File: config.mk
export PLATFORM = sky130hd
export DESIGN_NAME = serial_command_frame_parser_top
export DESIGN_NICKNAME = d
export VERILOG_FILES = /design/src/rtl/scf_pkg.sv /design/src/rtl/serial_command_frame_parser_top.sv
export SDC_FILE = /design/constraint.sdc
export NUM_CORES = 1
export LEC_CHECK = 0
export BUFFER_PORTS_ARGS = -buffer_cell sky130_fd_sc_hd__buf_4
export CORE_AREA = 2 2 72 74
export CTS_BUF_LIST = sky130_fd_sc_hd__clkbuf_4
export DETAILED_ROUTE_END_ITERATION = 12
export DIE_AREA = 0 0 74 76
export PLACE_DENSITY = 0.88
export SETUP_SLACK_MARGIN = 0.1
export SYNTH_ARGS = -nofsm -noshare
export SYNTH_HDL_FRONTEND = slang
export SYNTH_SLANG_ARGS = --single-unit
File: constraint.sdc
create_clock -name i_clk -period 2.6 [get_ports i_clk]
set_clock_uncertainty 0.15 [all_clocks]
set_input_delay 0.13 -clock i_clk [delete_from_list [all_inputs] [get_ports i_clk]]
set_output_delay 0.13 -clock i_clk [all_outputs]
set_load 0.01 [all_outputs]
File: src/rtl/scf_pkg.sv
// package for the serial command frame parser
// holds the phase and role codes and the frame letter constants; no dependencies
package scf_pkg;

    localparam int unsigned ByteW  = 8;
    localparam int unsigned RoleW  = 3;
    localparam int unsigned IndexW = 7;

    typedef enum logic [2:0] {
        PH_HUNT = 3'd0,
        PH_TYPE = 3'd1,
        PH_SUB  = 3'd2,
        PH_LEN  = 3'd3,
        PH_PAY  = 3'd4
    } t_phase;

    typedef enum logic [RoleW-1:0] {
        ROLE_IGN   = 3'd0,
        ROLE_START = 3'd1,
        ROLE_TYPE  = 3'd2,
        ROLE_SUB   = 3'd3,
        ROLE_LEN   = 3'd4,
        ROLE_PAY   = 3'd5
    } t_role;

    localparam logic [ByteW-1:0] CH_M = 8'h4D;
    localparam logic [ByteW-1:0] CH_I = 8'h49;
    localparam logic [ByteW-1:0] CH_C = 8'h43;
    localparam logic [ByteW-1:0] CH_T = 8'h54;
    localparam logic [ByteW-1:0] CH_R = 8'h52;
    localparam logic [ByteW-1:0] CH_V = 8'h56;
    localparam logic [ByteW-1:0] CH_O = 8'h4F;
    localparam logic [ByteW-1:0] CH_X = 8'h58;
    localparam logic [ByteW-1:0] CH_N = 8'h4E;
    localparam logic [ByteW-1:0] CH_P = 8'h50;
    localparam logic [ByteW-1:0] CH_S = 8'h53;
    localparam logic [ByteW-1:0] CH_F = 8'h46;

endpackage

File: src/rtl/serial_command_frame_parser_top.sv
// serial command frame parser: tags each received byte with its role in a frame
// depends on scf_pkg for phase and role codes and frame letters
//
// usage:
//   input channel: i_valid / o_stall carry one received word (i_rx_byte) per
//   accepted handshake. output channel: o_valid / i_stall carry one tagged word
//   per input word: the byte itself, its role, the frame type letter, the
//   payload position and the done / error flags.
//   a word's result is registered and shows on the output in the cycle after
//   it is accepted. one word per cycle while the receiver does not stall, set
//   by the single output register that parse state and result are written into.
//   a new word is taken whenever the output register is empty or its word is
//   being taken in the same cycle, so o_stall rises only while the receiver
//   stalls a held result; the held result stays unchanged while stalled.
//   reset (i_rst_n low, synchronous) returns the parser to hunting for the
//   start byte and empties the output register.
module serial_command_frame_parser_top (
    input  logic                        i_clk,
    input  logic                        i_rst_n,
    input  logic                        i_valid,
    output logic                        o_stall,
    input  logic [scf_pkg::ByteW-1:0]   i_rx_byte,
    output logic                        o_valid,
    input  logic                        i_stall,
    output logic [scf_pkg::ByteW-1:0]   o_byte_out,
    output logic [scf_pkg::RoleW-1:0]   o_role,
    output logic [scf_pkg::ByteW-1:0]   o_frame_type,
    output logic [scf_pkg::IndexW-1:0]  o_payload_index,
    output logic                        o_frame_done,
    output logic                        o_frame_error
);
    import scf_pkg::*;

    t_phase              r_phase, n_phase;
    logic [ByteW-1:0]    r_type_letter, n_type_letter;
    logic [IndexW-1:0]   r_bytes_left, n_bytes_left;
    logic [IndexW-1:0]   r_payload_pos, n_payload_pos;

    logic                r_valid;
    logic [ByteW-1:0]    r_byte;
    t_role               r_role, n_role;
    logic [ByteW-1:0]    r_ftype, n_ftype;
    logic [IndexW-1:0]   r_pidx, n_pidx;
    logic                r_done, n_done;
    logic                r_err, n_err;

    logic                accept;
    logic [ByteW-1:0]    b;

    assign o_stall = r_valid & i_stall;
    assign accept  = i_valid & ~o_stall;
    assign b       = i_rx_byte;

    always_comb begin
        n_phase       = r_phase;
        n_type_letter = r_type_letter;
        n_bytes_left  = r_bytes_left;
        n_payload_pos = r_payload_pos;
        n_role        = ROLE_IGN;
        n_ftype       = '0;
        n_pidx        = '0;
        n_done        = 1'b0;
        n_err         = 1'b0;

        case (r_phase)
            PH_TYPE: begin
                n_role  = ROLE_TYPE;
                n_ftype = b;
                if (b == CH_I || b == CH_C || b == CH_T || b == CH_R) begin
                    n_done        = 1'b1;
                    n_phase       = PH_HUNT;
                    n_type_letter = '0;
                    n_bytes_left  = '0;
                    n_payload_pos = '0;
                end else if (b == CH_V) begin
                    n_type_letter = b;
                    n_phase       = PH_SUB;
                end else if (b == CH_N || b == CH_P || b == CH_S || b == CH_F) begin
                    n_type_letter = b;
                    n_phase       = PH_LEN;
                end else begin
                    n_err         = 1'b1;
                    n_phase       = PH_HUNT;
                    n_type_letter = '0;
                    n_bytes_left  = '0;
                    n_payload_pos = '0;
                end
            end
            PH_SUB: begin
                n_role  = ROLE_SUB;
                n_ftype = r_type_letter;
                if (b == CH_O || b == CH_I || b == CH_X) begin
                    n_done = 1'b1;
                end else begin
                    n_err = 1'b1;
                end
                n_phase       = PH_HUNT;
                n_type_letter = '0;
                n_bytes_left  = '0;
                n_payload_pos = '0;
            end
            PH_LEN: begin
                n_role  = ROLE_LEN;
                n_ftype = r_type_letter;
                // length is a signed byte: only 1..127 carries a payload
                if (!b[ByteW-1] && (b[IndexW-1:0] != '0)) begin
                    n_bytes_left  = b[IndexW-1:0];
                    n_payload_pos = '0;
                    n_phase       = PH_PAY;
                end else begin
                    n_done        = 1'b1;
                    n_phase       = PH_HUNT;
                    n_type_letter = '0;
                    n_bytes_left  = '0;
                    n_payload_pos = '0;
                end
            end
            PH_PAY: begin
                n_role  = ROLE_PAY;
                n_ftype = r_type_letter;
                n_pidx  = r_payload_pos;
                if (r_bytes_left <= IndexW'(1)) begin
                    n_done        = 1'b1;
                    n_phase       = PH_HUNT;
                    n_type_letter = '0;
                    n_bytes_left  = '0;
                    n_payload_pos = '0;
                end else begin
                    n_bytes_left  = r_bytes_left - IndexW'(1);
                    n_payload_pos = r_payload_pos + IndexW'(1);
                end
            end
            default: begin
                // hunting, and any unused phase code
                n_phase       = PH_HUNT;
                n_type_letter = '0;
                n_bytes_left  = '0;
                n_payload_pos = '0;
                if (b == CH_M) begin
                    n_role  = ROLE_START;
                    n_phase = PH_TYPE;
                end
            end
        endcase
    end

    always_ff @(posedge i_clk) begin
        if (!i_rst_n) begin
            r_phase       <= PH_HUNT;
            r_type_letter <= '0;
            r_bytes_left  <= '0;
            r_payload_pos <= '0;
            r_valid       <= 1'b0;
        end else begin
            if (accept) begin
                r_phase       <= n_phase;
                r_type_letter <= n_type_letter;
                r_bytes_left  <= n_bytes_left;
                r_payload_pos <= n_payload_pos;
                r_valid       <= 1'b1;
            end else if (!i_stall) begin
                r_valid <= 1'b0;
            end
        end
    end

    always_ff @(posedge i_clk) begin
        if (accept) begin
            r_byte  <= b;
            r_role  <= n_role;
            r_ftype <= n_ftype;
            r_pidx  <= n_pidx;
            r_done  <= n_done;
            r_err   <= n_err;
        end
    end

    assign o_valid         = r_valid;
    assign o_byte_out      = r_byte;
    assign o_role          = r_role;
    assign o_frame_type    = r_ftype;
    assign o_payload_index = r_pidx;
    assign o_frame_done    = r_done;
    assign o_frame_error   = r_err;

endmodule
; Yosys cells after proc, flatten, opt, wreduce, memory -nomap -nowiden
; Cells that the tools add are included.
[word_totals]
reg_bits = 54
out_inout_bits = 30
[op_classes]
addsub = 2
order_cmp = 1
n_eq_ne = 21
muxes = 35
n_bitwise = 3
reduce_logical = 15
[op_table]
columns = cell, n
row1 = 8-bit by 7-bit equality test with 1-bit output (second input constant), 12
row2 = 7-bit 2-to-1 mux, 6
row3 = 8-bit 2-to-1 mux, 5
row4 = 3-bit case mux with 4 select lines, 2
row5 = 8-bit case mux with 3 select lines, 1
row6 = 7-bit case mux with 3 select lines, 1
row7 = 8-bit case mux with 2 select lines, 1
row8 = 7-bit case mux with 2 select lines, 1
row9 = 1-bit 2-to-1 mux, 11
row10 = 1-bit logical OR, 8
row11 = 7-bit by 1-bit adder with 7-bit output (second input constant), 1
row12 = 7-bit by 1-bit less-or-equal comparator with 1-bit output (second input constant), 1
row13 = 7-bit nonzero test, 1
row14 = 7-bit by 1-bit subtractor with 7-bit output (second input constant), 1
row15 = 3-bit by 2-bit equality test with 1-bit output (second input constant), 2
row16 = 2-bit 2-to-1 mux, 3
row17 = 3-bit 2-to-1 mux, 2
row18 = 3-bit != test (second input constant), 2
row19 = 3-bit AND reduction, 2
row20 = 2-bit != test (second input constant), 2
row21 = 1-bit case mux with 4 select lines, 1
row22 = 3-bit by 1-bit equality test with 1-bit output (second input constant), 1
row23 = 3-bit equality test (second input constant), 1
row24 = 3-bit OR reduction, 1
row25 = other kinds (7), 8

; Depth between registers and ports, before layout
[depth]
depth_word = 8
ltp_mapped = 8
depth_no_buf = 7

; Worst setup path before layout
; Ideal clock, no wire load.
[synth_path]
path_kind = flip-flop to flip-flop
start = reg r_valid (netlist: o_valid)
end = reg r_bytes_left[3]
arrival_time_ns = 2.202
t_required_ns = 2.328
path_slack_ns = 0.126
path_stages_with_launch = 7
n_path_buf = 0
period_less_slack_ns = 2.474
path_cell_list = dfxtp_1 a21bo_1 clkinv_1 nand3_1 or2_2 o2bb2ai_1 a221o_1
[synth_via]
elab_chain_len = 4
[synth_lines]
columns = item, line
row1 = from (decl), serial_command_frame_parser_top.sv:39  ; logic r_valid;
row2 = from (signal assigned), serial_command_frame_parser_top.sv:153  ; r_valid <= 1'b0;
row3 = from (signal assigned), serial_command_frame_parser_top.sv:160  ; r_valid <= 1'b1;
row4 = from (signal assigned), serial_command_frame_parser_top.sv:162  ; r_valid <= 1'b0;
row5 = 1-bit AND, serial_command_frame_parser_top.sv:50  ; assign o_stall = r_valid & i_stall;
row6 = 1-bit NOT, serial_command_frame_parser_top.sv:51  ; assign accept = i_valid & ~o_stall;
row7 = 1-bit AND, serial_command_frame_parser_top.sv:51
row8 = named net accept, serial_command_frame_parser_top.sv:47  ; logic accept;
row9 = 3-bit AND reduction (no line), --
row10 = to (signal assigned), serial_command_frame_parser_top.sv:158  ; r_bytes_left <= n_bytes_left;
row11 = to (decl), serial_command_frame_parser_top.sv:36  ; logic [IndexW-1:0] r_bytes_left, n_bytes_left;
; The timed path passes the listed nets, and every way through them passes these cells.
; A chain may end at the register's enable or synchronous reset.

; Worst setup path after layout
[layout_path]
start = reg r_bytes_left[2]
end = reg r_type_letter[0]
[layout_via]
elab_chain_len = 3
[layout_lines]
columns = item, line
row1 = 7-bit by 1-bit less-or-equal comparator with 1-bit output, serial_command_frame_parser_top.sv:122  ; if (r_bytes_left <= IndexW'(1)) begin
row2 = 2-bit != test (no line), --
row3 = 3-bit AND reduction (no line), --
row4 = to (signal assigned), serial_command_frame_parser_top.sv:157  ; r_type_letter <= n_type_letter;
row5 = to (decl), serial_command_frame_parser_top.sv:35  ; logic [ByteW-1:0] r_type_letter, n_type_letter;
; Every way passes these cells.

==> metrics.md <==
| Metric | Value |
|---|---|
| Vias after detailed routing | about 2400 |
| Headroom to the max-slew limit | about three fifths |
| Post-synthesis cell area | 2750 um2 |
| Num CTS Buffers | 5 |
| Critical path data arrival time | 2.36 ns |
| Share of cells above drive strength 1 | 23.2% |
| Iter 0 DRT Violations | around 260 |
| Syn Nets | ~280 |
| Die width | 74 um |
| Number of global-route vias before repair | 2193 |
| Core Area | slightly below 5000 um2 |
| GP Congestion | about 0.91 |
| Crit-path cells | or4_4 -> o31ai_4 -> nand3b_4 -> o41ai_1 |
| Fin crit share | 85.0% |
| Reg2Reg Capture Point | r_type_letter[0]$_SDFFE_PN0P_ |
| Hold Path End | r_phase[0]$_SDFFE_PN0P_ |
| Layout area overhead | 20.7% |
| Kind of critical path | reg -> reg |
| CP Launch Point | r_bytes_left[2]$_SDFFE_PN0P_ |
| Worst Setup End Kind | flop |
| Fillers | between 300 and 400 |
| Number of synthesized flops with an enable pin | 28 |
| First-pass GRT wire length | ~10000 um |
| Die area | 5620 um2 |
| Clock latency on the worst-skew pair | 0.39 ns |
| Max-Cap Viols | 0 |
| Synth Register Bits | 54 |
| R2r setup slk | a little under 0.4 ns |
| Clock root buffer | clkbuf_4 |
| Core Rows | 26 |
| Synthesized instance count | approximately 270 |
| Final #Nets | between 300 and 400 |
| CP max-delay cell | or4_4 |
| Sequential area share after synthesis | between 40% and 50% |
| Avg Vias per Cell | about 6 |
| Largest net degree at the start of global routing | 36 |
| Initial antenna violation count | 0 |
| Hold Crit Start | i_stall |
| Leak Pwr | 0.00123 uW |
| Final setup TNS | 0 ns |
| Clk slew on worst S/H paths | roughly 0.15 ns |
| Power per cell area | around 490 nW/um2 |
| Clock sink count | 54 |
| Path category of the worst min-delay check | in -> reg |
| Post-route ant nets | 0 |
| Peak VDD IR | roughly 0.22 mV |
| Status | finished clean |
| Most frequent cells in the layout | buf_4, edfxtp_1, dfxtp_1 |
| Most common cell after layout, fill and taps aside | buf_4 |
| CTS tree | built |
| Total Routing Usage GR | a little under a quarter |
| Unrepaired setup endpoints after global routing | false |
| Primary FF master, synth | edfxtp_1 |
| Remaining global-route overflow | 0 |
| Antenna Cells | 0 |
| Final worst path period need | approximately 2.2 ns |
| Maximum clock path buffer count | 2 |
| Fmax | about 0.45 GHz |
| Startpoint types | flop |
| IO Pins | 42 |
| Final core occ | about two thirds |
| Yosys warning count | 0 |
| Design Power | about 1600 uW |
| Worst r2r src | r_bytes_left[2]$_SDFFE_PN0P_ |
| Die Y | between 70 and 80 um |
| Final setup viols | 0 |
| H-tree depth | 2 |
| Postcts setup bufs | 0 |
| Fin. Hold Viols | 0 |
| Hold WS | about 0.18 ns |
| Worst EP required | 2.75 ns |
| CP max stage delay | between 0.5 and 0.6 ns |
| Reg2Reg Depth | 4 |
| Port Buffers | 41 |
| Async set-or-reset flop fraction in the synthesized netlist | 0% |
| DR DRC count | 0 |
| Dpl hpwl | about 4400 um |
| Initial DRT Pass Iterations | 5 |
| Least-Margin Pin Slew | around 0.6 ns |
| Crit-path max FO | 14 |
| Max-slew violations | 0 |
| Routed WL | 6520 um |
| Post-CTS Resized | 0 |
| Wire per inst | 16.8 um |
| Library cells used by synthesis | 62 |
| Syn avg cell area | 10.3 um2 |
| Initial Utilization | between 50 and 60% |
| Hold Path Depth | 4 |
==> critical path: cells and delay by family, from the launching register on <==
family	cells	cell delay, ns
flip-flops	1	0.42
AO/OA/AOI/OAI	2	0.77
AND/OR/NAND/NOR	2	0.78
==> how the worst max path moves through the flow <==
stage,to,cells after the start
3_5_place_dp,r_type_letter[0]$_SDFFE_PN0P_,4
2_1_floorplan,r_bytes_left[3]$_SDFFE_PN0P_,6
6_report,r_type_letter[0]$_SDFFE_PN0P_,4
3_3_place_gp,r_type_letter[0]$_SDFFE_PN0P_,4
5_1_grt,r_bytes_left[4]$_SDFFE_PN0P_,7
4_1_cts,r_type_letter[0]$_SDFFE_PN0P_,4
==> logic make-up (layout without fill, tap and decap cells) <==
logic type	Yosys count	after routing	share of synthesized area, %
adder cells (fa/ha/maj)	3	3	1.36
flip-flops	54	54	49.5
AO/OA/AOI/OAI	78	78	20.5
AND/OR/NAND/NOR	107	107	23.6
buffers and inverters	22	73	3.64
XOR/XNOR	3	3	0.955
multiplexers	1	1	0.409
==> layer usage <==
metal  GRT usage [%]  vias up  share of wire [%]
met5               0        -                  0
met3            4.50       16                5.7
met2            39.2      100                 51
met4            10.2        0                2.4
li1                -     1119                  -
met1            30.0     1121                 41
==> layout make-up <==
type                            instances  area, um2  area share, %
Inverter                                5       18.8          0.565
Clock inverter                          3       48.8           1.47
Tap cell                               70       87.6           2.64
Sequential cell                        54       1360           41.0
Clock buffer                            5       37.5           1.13
Timing Repair Buffer                   60        478           14.4
Multi-Input combinational cell        192       1290           38.9
==> per-stage QoR <==
stage / cell area (um2) / std cells / setup slack [ns]
2_1_floorplan: 2750 / 268 / 0.126
3_3_place_gp: 3130 / 370 / 0.494
3_5_place_dp: 3130 / 370 / 0.433
4_1_cts: 3320 / 389 / 0.408
5_1_grt: 3320 / 389 / 0.252
6_report: 3320 / 389 / 0.390
==> power breakdown <==
part	leakage, uW	switching, uW	internal (uW)
Sequential	0.000489	7.81	921
Clock	0.0000433	286	209
Combinational	0.000696	107	81.5
==> Yosys cell counts, types with 2 or more instances <==
| cell | number | area share, % |
|---|---|---|
| o21ai_0 | 24 | 4.4 |
| and2_1 | 8 | 1.8 |
| buf_2 | 2 | 0.36 |
| o31ai_1 | 3 | 0.82 |
| ha_1 | 3 | 1.4 |
| a22o_1 | 3 | 0.95 |
| nand2_1 | 23 | 3.1 |
| nor4b_1 | 2 | 0.64 |
| a31o_2 | 2 | 0.64 |
| nor2_1 | 9 | 1.2 |
| nor4_1 | 3 | 0.68 |
| o211a_1 | 2 | 0.73 |
| o21a_1 | 2 | 0.55 |
| a21oi_1 | 11 | 2.0 |
| edfxtp_1 | 28 | 31 |
| nand3_1 | 17 | 3.1 |
| a221o_1 | 4 | 1.5 |
| nor4bb_1 | 3 | 1.1 |
| nor2b_1 | 6 | 1.4 |
| or2_2 | 2 | 0.45 |
| a21boi_0 | 5 | 1.4 |
| nor3_1 | 5 | 0.91 |
| nand4b_1 | 2 | 0.64 |
| buf_6 | 2 | 0.82 |
| nor3_2 | 2 | 0.73 |
| inv_1 | 4 | 0.55 |
| and3_1 | 4 | 0.91 |
| clkbuf_1 | 12 | 1.6 |
| o31ai_4 | 2 | 1.5 |
| nand3b_1 | 5 | 1.4 |
| dfxtp_1 | 26 | 19 |
| nand4_1 | 2 | 0.45 |
| nand2b_1 | 3 | 0.68 |
| xnor2_1 | 2 | 0.64 |
| a22oi_1 | 7 | 1.9 |
| nor3b_1 | 2 | 0.55 |
==> sequential cells by signal (all words and copies together), names as in the netlist <==
| name | flops |
|---|---|
| r_bytes_left | 7 |
| r_phase | 3 |
| o_frame_error | 1 |
| o_byte_out | 8 |
| o_valid | 1 |
| o_payload_index | 7 |
| r_payload_pos | 7 |
| o_role | 3 |
| r_type_letter | 8 |
| o_frame_done | 1 |
| o_frame_type | 8 |
==> what timing repair did <==
item,in CTS,in global routing
endpoints found under the setup margin,0,0
hold endpoints to repair,25,0
hold buffers,11,0
Note: power is estimated with default switching activity, not from simulation.
